## src/hdl/bpr_pkg.sv

```systemverilog
// Shared types, constants and a helper function for the bisection polynomial root core.
package bpr_pkg;

  localparam int COEF_W = 32;
  localparam int NCOEF = 6;
  localparam int TOL_W = 23;
  localparam int X_W = 32;
  localparam int ACC_W = 64;
  localparam int ITER_W = 7;
  localparam int THR_W = 17;
  localparam int IDX_W = 3;
  localparam int MUL_W = 32;
  localparam int THR_SHIFT = 30;

  localparam logic [TOL_W-1:0] TOL_HUNDRED = 23'd6553600;
  localparam logic [23:0] THR_RECIP = 24'd10737419;
  localparam logic [MUL_W-1:0] REL_SCALE = 32'd6553600;
  localparam logic [ACC_W-1:0] ACC_MAX = 64'h7FFF_FFFF_FFFF_FFFF;
  localparam logic [ACC_W-1:0] ACC_MIN = 64'h8000_0000_0000_0000;

  typedef logic [NCOEF-1:0][COEF_W-1:0] coef_arr_t;

  localparam coef_arr_t COEF_RST = {32'h0000_B333, 32'hFFF8_0000, 32'h002C_0000,
                                    32'hFFA6_0000, 32'h0052_0000, 32'hFFE7_0000};
  localparam logic [TOL_W-1:0] TOL_RST = 23'd65536;

  typedef enum logic [IDX_W-1:0] {
    REG_COEF_0, REG_COEF_1, REG_COEF_2, REG_COEF_3, REG_COEF_4, REG_COEF_5, REG_TOL
  } cfg_reg_t;

  typedef enum logic [1:0] {ST_TOL, ST_RESID, ST_BRACKET, ST_LIMIT} status_t;

  typedef enum logic [3:0] {
    S_IDLE, S_THR, S_THRW, S_MH, S_ML, S_CMB, S_NEG, S_ADD, S_EVAL,
    S_STEP, S_RL1, S_RL2, S_RL3, S_DONE
  } state_t;

  typedef enum logic [1:0] {PT_LO, PT_HI, PT_MID} ptgt_t;

  typedef struct packed {
    logic [MUL_W-1:0] a;
    logic [MUL_W-1:0] b;
  } mul_req_t;

  typedef struct packed {
    logic [X_W-1:0] root;
    status_t status;
    logic [ITER_W-1:0] iterations;
  } result_t;

  function automatic logic [X_W-1:0] half_sum(input logic [X_W-1:0] a,
                                               input logic [X_W-1:0] b);
    logic [X_W:0] s;
    s = {a[X_W-1], a} + {b[X_W-1], b};
    s = s + {{X_W{1'b0}}, s[X_W] & s[0]};
    return s[X_W:1];
  endfunction

endpackage

```

## src/hdl/bisection_polynomial_root_core.sv

```systemverilog
// Top level of the bisection root finder: configuration registers, sequencer and result register.
//
//   channel  direction  handshake              payload
//   in_      input      in_valid / in_ready     in_lower_bound, in_upper_bound
//   out_     output     out_valid / out_ready   out_root, out_status, out_iterations
//   cfg_     input      cfg_we                  cfg_index, cfg_data
//
// Each bisection step (at most MAX_ITER are run) is one quintic evaluated on the single shared
// 32 by 32 multiplier; each Horner step runs through S_MH, S_ML, S_CMB, S_NEG and S_ADD, and
// the relative change test through S_STEP, S_RL1, S_RL2 and S_RL3. An invalid bracket finishes
// once both bounds have been evaluated.
// Reset is synchronous and active low; it restores the coefficient and tolerance defaults.
// A new beat is taken once the previous result has moved into the output register.
module bisection_polynomial_root_core #(
  parameter int MAX_ITER = 64
) (
  input  logic                             clk,
  input  logic                             rst_n,
  input  logic                             in_valid,
  output logic                             in_ready,
  input  logic [bpr_pkg::X_W-1:0]          in_lower_bound,
  input  logic [bpr_pkg::X_W-1:0]          in_upper_bound,
  output logic                             out_valid,
  input  logic                             out_ready,
  output logic [bpr_pkg::X_W-1:0]          out_root,
  output logic [1:0]                       out_status,
  output logic [bpr_pkg::ITER_W-1:0]       out_iterations,
  input  logic                             cfg_we,
  input  logic [bpr_pkg::IDX_W-1:0]        cfg_index,
  input  logic [bpr_pkg::COEF_W-1:0]       cfg_data
);
  import bpr_pkg::*;

  coef_arr_t coef_r;
  logic [TOL_W-1:0] tol_r;
  mul_req_t mul_req;
  logic [2*MUL_W-1:0] prod;
  logic res_valid, res_ready;
  result_t res;
  logic out_valid_r;
  result_t out_res_r;

  always_ff @(posedge clk) begin
    if (!rst_n) begin
      coef_r <= COEF_RST;
      tol_r <= TOL_RST;
    end else if (cfg_we) begin
      if (cfg_index == REG_TOL) begin
        tol_r <= cfg_data[TOL_W-1:0];
      end else if (cfg_index <= REG_COEF_5) begin
        coef_r[cfg_index] <= cfg_data;
      end
    end
  end

  bpr_mul u_mul (
    .clk  (clk),
    .req  (mul_req),
    .prod (prod)
  );

  bpr_seq #(
    .MAX_ITER (MAX_ITER)
  ) u_seq (
    .clk       (clk),
    .rst_n     (rst_n),
    .in_valid  (in_valid),
    .in_ready  (in_ready),
    .in_lower  (in_lower_bound),
    .in_upper  (in_upper_bound),
    .coefs     (coef_r),
    .tol       (tol_r),
    .mul_req   (mul_req),
    .prod      (prod),
    .res_valid (res_valid),
    .res_ready (res_ready),
    .res       (res)
  );

  assign res_ready = !out_valid_r || out_ready;

  always_ff @(posedge clk) begin
    if (!rst_n) begin
      out_valid_r <= 1'b0;
    end else if (res_valid && res_ready) begin
      out_valid_r <= 1'b1;
    end else if (out_ready) begin
      out_valid_r <= 1'b0;
    end
  end

  always_ff @(posedge clk) begin
    if (res_valid && res_ready) begin
      out_res_r <= res;
    end
  end

  assign out_valid = out_valid_r;
  assign out_root = out_res_r.root;
  assign out_status = out_res_r.status;
  assign out_iterations = out_res_r.iterations;

endmodule

```

## src/hdl/bpr_mul.sv

```systemverilog
// Shared unsigned 32 by 32 multiplier with a registered product.
module bpr_mul (
  input  logic                                clk,
  input  bpr_pkg::mul_req_t                   req,
  output logic [2*bpr_pkg::MUL_W-1:0]         prod
);
  import bpr_pkg::*;

  logic [2*MUL_W-1:0] prod_r;

  always_ff @(posedge clk) begin
    prod_r <= {{MUL_W{1'b0}}, req.a} * {{MUL_W{1'b0}}, req.b};
  end

  assign prod = prod_r;

endmodule

```

## src/hdl/bpr_seq.sv

```systemverilog
// Sequencer and datapath registers for bracket check, Horner evaluation and bisection.
module bpr_seq #(
  parameter int MAX_ITER = 64
) (
  input  logic                              clk,
  input  logic                              rst_n,
  input  logic                              in_valid,
  output logic                              in_ready,
  input  logic [bpr_pkg::X_W-1:0]           in_lower,
  input  logic [bpr_pkg::X_W-1:0]           in_upper,
  input  bpr_pkg::coef_arr_t                coefs,
  input  logic [bpr_pkg::TOL_W-1:0]         tol,
  output bpr_pkg::mul_req_t                 mul_req,
  input  logic [2*bpr_pkg::MUL_W-1:0]       prod,
  output logic                              res_valid,
  input  logic                              res_ready,
  output bpr_pkg::result_t                  res
);
  import bpr_pkg::*;

  state_t state_r, state_nxt;
  ptgt_t tgt_r, tgt_nxt;
  logic [X_W-1:0] low_r, low_nxt, high_r, high_nxt, mid_r, mid_nxt, prev_r, prev_nxt;
  logic [X_W-1:0] x_r, x_nxt;
  logic signed [ACC_W-1:0] acc_r, acc_nxt;
  logic [ACC_W-1:0] prd_r, prd_nxt, ph_r, ph_nxt, r_r, r_nxt, lhs_r, lhs_nxt;
  logic neg_r, neg_nxt, met_r, met_nxt;
  logic slo_pos_r, slo_pos_nxt, slo_neg_r, slo_neg_nxt;
  logic [IDX_W-1:0] k_r, k_nxt;
  logic [THR_W-1:0] thr_r, thr_nxt;
  logic [ITER_W-1:0] i_r, i_nxt, i_inc;
  status_t st_r, st_nxt;

  logic [ACC_W-1:0] acc_mag;
  logic [X_W-1:0] x_mag, mid_new, prev_mag, coef_k;
  logic [X_W:0] diff, d_mag;
  logic signed [ACC_W:0] sum65;
  logic [ACC_W-1:0] acc_sat;
  logic signed [ACC_W-1:0] thr_s;
  logic acc_pos, acc_neg, resid_low;

  always_ff @(posedge clk) begin
    if (!rst_n) begin
      state_r <= S_IDLE;
    end else begin
      state_r <= state_nxt;
    end
  end

  always_ff @(posedge clk) begin
    tgt_r <= tgt_nxt;
    low_r <= low_nxt;
    high_r <= high_nxt;
    mid_r <= mid_nxt;
    prev_r <= prev_nxt;
    x_r <= x_nxt;
    acc_r <= acc_nxt;
    prd_r <= prd_nxt;
    ph_r <= ph_nxt;
    r_r <= r_nxt;
    lhs_r <= lhs_nxt;
    neg_r <= neg_nxt;
    met_r <= met_nxt;
    slo_pos_r <= slo_pos_nxt;
    slo_neg_r <= slo_neg_nxt;
    k_r <= k_nxt;
    thr_r <= thr_nxt;
    i_r <= i_nxt;
    st_r <= st_nxt;
  end

  always_comb begin
    acc_mag = acc_r[ACC_W-1] ? (~acc_r + 64'd1) : acc_r;
    x_mag = x_r[X_W-1] ? (~x_r + 32'd1) : x_r;
    mid_new = half_sum(low_r, high_r);
    diff = {mid_r[X_W-1], mid_r} - {prev_r[X_W-1], prev_r};
    d_mag = diff[X_W] ? (~diff + 33'd1) : diff;
    prev_mag = prev_r[X_W-1] ? (~prev_r + 32'd1) : prev_r;
    coef_k = coefs[k_r];
    sum65 = {prd_r[ACC_W-1], prd_r} + {{(ACC_W-X_W+1){coef_k[X_W-1]}}, coef_k};
    if (sum65[ACC_W] != sum65[ACC_W-1]) begin
      acc_sat = sum65[ACC_W] ? ACC_MIN : ACC_MAX;
    end else begin
      acc_sat = sum65[ACC_W-1:0];
    end
    acc_neg = acc_r[ACC_W-1];
    acc_pos = !acc_r[ACC_W-1] && (acc_r != '0);
    thr_s = {{(ACC_W-THR_W){1'b0}}, thr_r};
    resid_low = (acc_r < thr_s) && (acc_r > -thr_s);
    i_inc = i_r + 7'd1;

    state_nxt = state_r;
    tgt_nxt = tgt_r;
    low_nxt = low_r;
    high_nxt = high_r;
    mid_nxt = mid_r;
    prev_nxt = prev_r;
    x_nxt = x_r;
    acc_nxt = acc_r;
    prd_nxt = prd_r;
    ph_nxt = ph_r;
    r_nxt = r_r;
    lhs_nxt = lhs_r;
    neg_nxt = neg_r;
    met_nxt = met_r;
    slo_pos_nxt = slo_pos_r;
    slo_neg_nxt = slo_neg_r;
    k_nxt = k_r;
    thr_nxt = thr_r;
    i_nxt = i_r;
    st_nxt = st_r;
    mul_req = '0;

    case (state_r)
      S_IDLE: begin
        if (in_valid) begin
          low_nxt = in_lower;
          high_nxt = in_upper;
          state_nxt = S_THR;
        end
      end
      S_THR: begin
        mul_req.a = {{(MUL_W-TOL_W){1'b0}}, tol};
        mul_req.b = {8'b0, THR_RECIP};
        state_nxt = S_THRW;
      end
      S_THRW: begin
        thr_nxt = prod[THR_SHIFT +: THR_W];
        acc_nxt = {{(ACC_W-X_W){coefs[NCOEF-1][X_W-1]}}, coefs[NCOEF-1]};
        x_nxt = low_r;
        k_nxt = IDX_W'(NCOEF-2);
        tgt_nxt = PT_LO;
        state_nxt = S_MH;
      end
      S_MH: begin
        mul_req.a = acc_mag[ACC_W-1:MUL_W];
        mul_req.b = x_mag;
        state_nxt = S_ML;
      end
      S_ML: begin
        ph_nxt = prod;
        mul_req.a = acc_mag[MUL_W-1:0];
        mul_req.b = x_mag;
        state_nxt = S_CMB;
      end
      S_CMB: begin
        neg_nxt = acc_r[ACC_W-1] ^ x_r[X_W-1];
        if (ph_r[ACC_W-1:55] != '0) begin
          r_nxt = (acc_r[ACC_W-1] ^ x_r[X_W-1]) ? ACC_MIN : ACC_MAX;
        end else begin
          r_nxt = {ph_r[55:0], 8'b0} + {24'b0, prod[ACC_W-1:24]};
        end
        state_nxt = S_NEG;
      end
      S_NEG: begin
        if (neg_r) begin
          prd_nxt = r_r[ACC_W-1] ? ACC_MIN : (~r_r + 64'd1);
        end else begin
          prd_nxt = r_r[ACC_W-1] ? ACC_MAX : r_r;
        end
        state_nxt = S_ADD;
      end
      S_ADD: begin
        acc_nxt = acc_sat;
        if (k_r == '0) begin
          state_nxt = S_EVAL;
        end else begin
          k_nxt = k_r - 3'd1;
          state_nxt = S_MH;
        end
      end
      S_EVAL: begin
        case (tgt_r)
          PT_LO: begin
            slo_pos_nxt = acc_pos;
            slo_neg_nxt = acc_neg;
            acc_nxt = {{(ACC_W-X_W){coefs[NCOEF-1][X_W-1]}}, coefs[NCOEF-1]};
            x_nxt = high_r;
            k_nxt = IDX_W'(NCOEF-2);
            tgt_nxt = PT_HI;
            state_nxt = S_MH;
          end
          PT_HI: begin
            if ((slo_pos_r && acc_pos) || (slo_neg_r && acc_neg)) begin
              mid_nxt = '0;
              prev_nxt = '0;
              i_nxt = '0;
              st_nxt = ST_BRACKET;
              state_nxt = S_DONE;
            end else begin
              mid_nxt = mid_new;
              i_nxt = 7'd1;
              if (tol >= TOL_HUNDRED) begin
                st_nxt = ST_TOL;
                state_nxt = S_DONE;
              end else begin
                met_nxt = 1'b0;
                acc_nxt = {{(ACC_W-X_W){coefs[NCOEF-1][X_W-1]}}, coefs[NCOEF-1]};
                x_nxt = mid_new;
                k_nxt = IDX_W'(NCOEF-2);
                tgt_nxt = PT_MID;
                state_nxt = S_MH;
              end
            end
          end
          PT_MID: begin
            if (resid_low) begin
              st_nxt = ST_RESID;
              state_nxt = S_DONE;
            end else begin
              if ((slo_pos_r && acc_neg) || (slo_neg_r && acc_pos)) begin
                high_nxt = mid_r;
              end else begin
                low_nxt = mid_r;
                slo_pos_nxt = acc_pos;
                slo_neg_nxt = acc_neg;
              end
              i_nxt = i_inc;
              if (met_r) begin
                st_nxt = ST_TOL;
                state_nxt = S_DONE;
              end else if (i_inc > ITER_W'(MAX_ITER)) begin
                st_nxt = ST_LIMIT;
                state_nxt = S_DONE;
              end else begin
                state_nxt = S_STEP;
              end
            end
          end
          default: begin
            state_nxt = S_IDLE;
          end
        endcase
      end
      S_STEP: begin
        prev_nxt = mid_r;
        mid_nxt = mid_new;
        state_nxt = S_RL1;
      end
      S_RL1: begin
        mul_req.a = d_mag[MUL_W-1:0];
        mul_req.b = REL_SCALE;
        state_nxt = S_RL2;
      end
      S_RL2: begin
        lhs_nxt = prod;
        mul_req.a = {{(MUL_W-TOL_W){1'b0}}, tol};
        mul_req.b = prev_mag;
        state_nxt = S_RL3;
      end
      S_RL3: begin
        met_nxt = (lhs_r <= prod);
        acc_nxt = {{(ACC_W-X_W){coefs[NCOEF-1][X_W-1]}}, coefs[NCOEF-1]};
        x_nxt = mid_r;
        k_nxt = IDX_W'(NCOEF-2);
        tgt_nxt = PT_MID;
        state_nxt = S_MH;
      end
      S_DONE: begin
        if (res_ready) begin
          state_nxt = S_IDLE;
        end
      end
      default: begin
        state_nxt = S_IDLE;
      end
    endcase
  end

  assign in_ready = (state_r == S_IDLE);
  assign res_valid = (state_r == S_DONE);
  assign res.root = mid_r;
  assign res.status = st_r;
  assign res.iterations = i_r;

endmodule

```

## config.mk

```make
export PLATFORM = sky130hd
export DESIGN_NAME = bisection_polynomial_root_core
export DESIGN_NICKNAME = d
export VERILOG_FILES = /design/src/hdl/bpr_pkg.sv /design/src/hdl/bisection_polynomial_root_core.sv /design/src/hdl/bpr_mul.sv /design/src/hdl/bpr_seq.sv
export SDC_FILE = /design/constraint.sdc
export NUM_CORES = 2
export LEC_CHECK = 0
export BUFFER_PORTS_ARGS = -buffer_cell sky130_fd_sc_hd__clkbuf_2
export CORE_MARGIN = 2
export CORE_UTILIZATION = 51
export DETAILED_ROUTE_END_ITERATION = 12
export GPL_TIMING_DRIVEN = 0
export PLACE_DENSITY = 0.64
export SLEW_MARGIN = 20
export SYNTH_ARGS = -nofsm -noshare
export SYNTH_HDL_FRONTEND = slang
export SYNTH_HIERARCHICAL = 1
export SYNTH_SLANG_ARGS = --single-unit
```

## constraint.sdc

```tcl
create_clock -name clk -period 33.6 [get_ports clk]
set_clock_uncertainty 0.15 [all_clocks]
set_input_delay 10.08 -clock clk [delete_from_list [all_inputs] [get_ports clk]]
set_output_delay 10.08 -clock clk [all_outputs]
set_load 0.03 [all_outputs]
```

---- After elaboration in Yosys (flattened, before gate mapping) ----
Index checks and enable logic that the tools add are counted.
storage, ports and cells
  register bits after elaboration ......... 840
  word-level logic and storage cells ...... 220
  output and inout bits ................... 43
operators by class
  add/subtract/negate cells ............... 13
  $lt $le $gt $ge ......................... 9
  bitwise operators ....................... 8
  multiply operators ...................... 1
  muxes and demuxes ....................... 81
  equal/unequal tests ..................... 35
  reduce and logical (&&, ||, !) cells .... 41
operator list
  kind                   count
  $mux 32                19
  $mux 64                9
  $pmux 32 s2            5
  $pmux 64 s5            1
  $bwmux 192             1
  $pmux 64 s3            1
  $add 64x1->64 const B  2
  $not 64->64            2
  $pmux 64 s2            1
  $add 32x1->32 const B  3
  $bmux 32 s3            1
  $demux 32 s3           1
  $not 32->32            3
  $pmux 32 s3            1
  $add 64x32->65         1
  $add 64x40->64         1
  $gt 64x64->1           1
  $le 64x64->1           1
  $lt 64x18->1           1
  $mul 32x32->64         1
  $neg 17->64            1
  $reduce_bool 64->1     1
  $mux 63                1
  $pmux 4 s13            1
  other kinds (52)       128

---- Logic depth before layout (Yosys ltp) ----
  word-level depth ........................ 8
  depth in mapped cells ................... 46

---- Cells and area by module ----
The synthesis kept the hierarchy.
modules (own cells, without submodules)
  module                          area an instance (µm²)  times used  seq. area each (µm²)  cells each
  bpr_seq                         40928.0                 1           15544.9               4388
  bpr_mul                         34949.8                 1           1281.2                3842
  bisection_polynomial_root_core  9331.4                  1           5555.3                817

---- Least setup slack after synthesis ----
Ideal clock, no wire load.
  path type ............................... input to register
  start point ............................. input in_valid
  end point ............................... register u_seq.high_r[0], enable pin
  stages on the path ...................... 3
  arrival time ............................ 12696 ps
  required time ........................... 32989 ps
  path slack .............................. 20293 ps
  setup time .............................. 461 ps
  cell sequence ........................... nor2_1 -> or3_1 -> nor3_1
between the ends
  longest elaborated chain between the ends .. 2
ends and longest elaborated chain
  item                               line                                  source
  start: declaration                 bisection_polynomial_root_core.sv:19  input logic in_valid,
  $ne 2x2->1 (no source line)        --
  $reduce_and 5->1 (no source line)  --
  end signal: assignment             bpr_seq.sv:53                         high_r <= high_nxt;
  end: declaration                   bpr_seq.sv:23                         logic [X_W-1:0] low_r, low_nxt, high_r, high_nxt, mid_r, mid_nxt, prev_r, prev_nxt;
No other way between the ends.
A chain may end at the register's enable or synchronous reset.

==> reports/results.tsv <==
metric	value	unit
synthesized instance count	9047	
global-route wire length before repair	475000	um
Global Route Usage Sum	0.386	
clock sinks	840	
horizontal die dimension	413	um
WL per Instance	28.2	um
clock-pin slew on the worst setup and hold paths	0.06	ns
max-slew violation count	0	
most common cell in the synthesized netlist	nand2_1	
maximum cell stage delay along the critical path	0.95	ns
number of antenna violations at the first check in global routing	25	
cell type with the largest total area after synthesis	fa_1	
1st-pass router iterations	8	
IO buf count	146	
number of gates resized after CTS	0	
sequential fraction of the synthesis area	0.263	
violation count after the first detailed-routing iteration	6618	
Max Cap Viol	0	
fraction of the cycle the final worst path needs	0.402	
number of primary I/O pins	147	
core area	0.166	mm^2
net count reported at finish	10900	
Final Critical Period	13.52	ns
CP arrival	14.03	ns
full die area	0.170	mm^2
total standard cell area after synthesis	0.0852	mm^2
number of library cell types mapped by synthesis	115	
cell mode on critical path	fa_1	
worst min-delay path startpoint	u_seq/st_r[0]$_SDFFCE_PN0P_	
die height	413	um
smallest hold slack	0.297	ns
via count normalized by instance count	6.00	
CTS tree	yes	
number of buffers inserted by post-CTS setup repair	0	
Setup Viol. Count Final	0	
detailed route wirelength on metal2	148000	um
Reg2Reg Launch Point	u_seq/acc_r[19]$_DFFE_PP_	
endpoint required time on the critical path	34.11	ns
number of buffers added to fix hold violations after cts	0	
Hold/Removal Path Class	reg -> reg	
number of enable flip-flop cells after synthesis	556	
number of nets produced by synthesis	10600	
Final GP Congestion	1.04	
Worst path slowest cell	a222oi_1	
synthesis-to-layout area growth	8.71	%
Power per Cell Area	26.3	mW/mm^2
Sequential cell area	0.0224	mm^2
fill cell instance count of the final layout	15100	
proportion of layout cells with a drive suffix above 1	0.0599	
Max Fclk	74.0	MHz
highest routed metal layer	met5	
flip-flop cell with the highest count after synthesis	edfxtp_1	
buffers from clock root to sink, at most	3	
synthesis warning total	6	
async set-reset flop share out of synthesis	0	
Leakage	0.0407	uW
insertion delay of the later-clocked pin in the worst-skew pair	0.80	ns
most instantiated cells after synthesis	nand2_1 (1162), inv_1 (1145), fa_1 (900), and2_1 (650), ha_1 (582)	
kind of start point of the critical path	flip-flop	
number of vias after detailed routing	69700	
Post-Route Setup TNS	0	ns
H-tree lvl count	3	
HPWL Detailed	270000	um
setup repair after global routing missed its margin	no	
critical path class	reg -> reg	
DRC	0	
Num CTS Buffers	95	
result of the run	completed	
Final Hold Violating Endpoints	0	
CP endpoint kind	flip-flop	
total grt overflow	0	
maximum resistive drop on vdd	0.0000443	V
number of global-route vias before repair	70300	
top area cells in the synthesized netlist	fa_1 (21%), edfxtp_1 (20%), ha_1 (8.5%), dfxtp_1 (6.7%), nand2_1 (5.1%)	
Synth top area share	0.211	
total length of routed wires	328000	um
sum of routed wire segments on met1	124000	um
CTS root buf	clkbuf_16	
antenna viol nets, final	0	
per-instance average area after synthesis	9.42	um^2
CP startpoint	u_seq/acc_r[19]$_DFFE_PP_	
number of core rows	150	
area of the multi-input gates	0.0568	mm^2
starting density of the core	0.512	
detailed-routed wire length on met3	27900	um
Yosys reg bits	840	
actual transition at the worst max-transition pin	1.29	ns
maximum number of pins on one net before global-route repair	55	
Crit Path Max Fanout	10	
remaining max-slew budget at the tightest pin	0.138	
-- critical path, delay by kind of cell, from the launching register on --
kind / cells / cell delay, ns
compound gates: 8 / 3.12
xor+xnor: 2 / 0.39
fa+ha+maj: 9 / 4.58
buf+inv: 6 / 1.08
flops: 1 / 0.53
simple gates: 11 / 3.50
-- cells in the final DEF, fill, tap and decap left out, drive strengths merged, types with 43 or more instances in the layout --
cell	netlist	layout
a21o	177	177
a21oi	358	358
a31oi	45	45
and2	653	653
buf	64	101
clkbuf	405	685
dfxtp	284	284
edfxtp	556	556
fa	900	900
ha	582	582
inv	1146	1152
mux2i	265	265
nand2	1164	1164
nand2b	59	59
nand3	76	76
nand4	97	97
nor2	352	352
nor2b	138	138
nor3	123	123
o21a	68	68
o21ai	390	390
o22ai	43	43
o31ai	60	60
xnor2	268	268
xor2	169	169
-- final timing paths --
path / slack, ns / cells past startpoint / to
worst max-delay path: 20.08 / 36 / u_mul/prod[60]$_DFF_P_
worst min-delay path: 0.30 / 0 / out_status[0]$_DFFE_PP_
worst max register to register: 20.08 / 36 / u_mul/prod[60]$_DFF_P_
worst min register to register: 0.30 / 0 / out_status[0]$_DFFE_PP_
-- layer usage --
| metal | track usage | vias to the layer above |
|---|---|---|
| met5 | 0 | - |
| met4 | 0.273 | 14 |
| met3 | 0.0807 | 922 |
| met2 | 0.613 | 3472 |
| met1 | 0.468 | 34600 |
| li1 | - | 30800 |
-- power by group --
group	internal [uW]	switching [uW]	total [uW]	leakage, uW
Sequential	1110	13.9	1130	0.00717
Combinational	79.9	171	251	0.0320
Clock	609	454	1060	0.00157
-- through the flow --
stage	cells	worst slack [ns]	utilization	power, uW	instance area (um^2)
finish	11600	20.08	0.556	2440	92600
floorplan	9047	20.29	-	1290	85200
detailed placement	11400	20.44	0.537	1390	89400
global placement	11400	18.07	0.533	1390	88700
global route	11600	19.68	0.556	2510	92600
CTS	11600	20.42	0.556	2450	92600
-- area by class of cell --
cell class,count,share of cell area
Tap cell,2204,0.0298
Antenna cell,7,0.000189
Multi-Input combinational cell,6592,0.613
Clock inverter,45,0.00516
Clock buffer,132,0.0294
Buffer,469,0.0205
Timing Repair Buffer,185,0.0139
Sequential cell,840,0.242
Inverter,1146,0.0465
-- registers in the layout, summed over array words and instances (netlist names), 17 cells and up --
name and flops:
coef_r 192, u_mul/prod 64, u_seq/acc_r 64, u_seq/lhs_r 64
u_seq/ph_r 64, u_seq/prd_r 64, u_seq/r_r 64, out_root 32
u_seq/high_r 32, u_seq/low_r 32, u_seq/mid_r 32, u_seq/prev_r 32
u_seq/x_r 32, tol_r 23, u_seq/thr_r 17
-- logic make-up after synthesis --
kind of cell | Yosys count | synth area share
buffers and inverters | 1615 | 0.0726
muxes | 301 | 0.0403
adders and majority gates | 1482 | 0.297
xor gates and xnor gates | 437 | 0.0449
and+or+nand+nor | 2907 | 0.170
DFF | 840 | 0.263
AOI/OAI and AO/OA | 1465 | 0.113
Note: power is estimated with default switching activity, not from simulation.
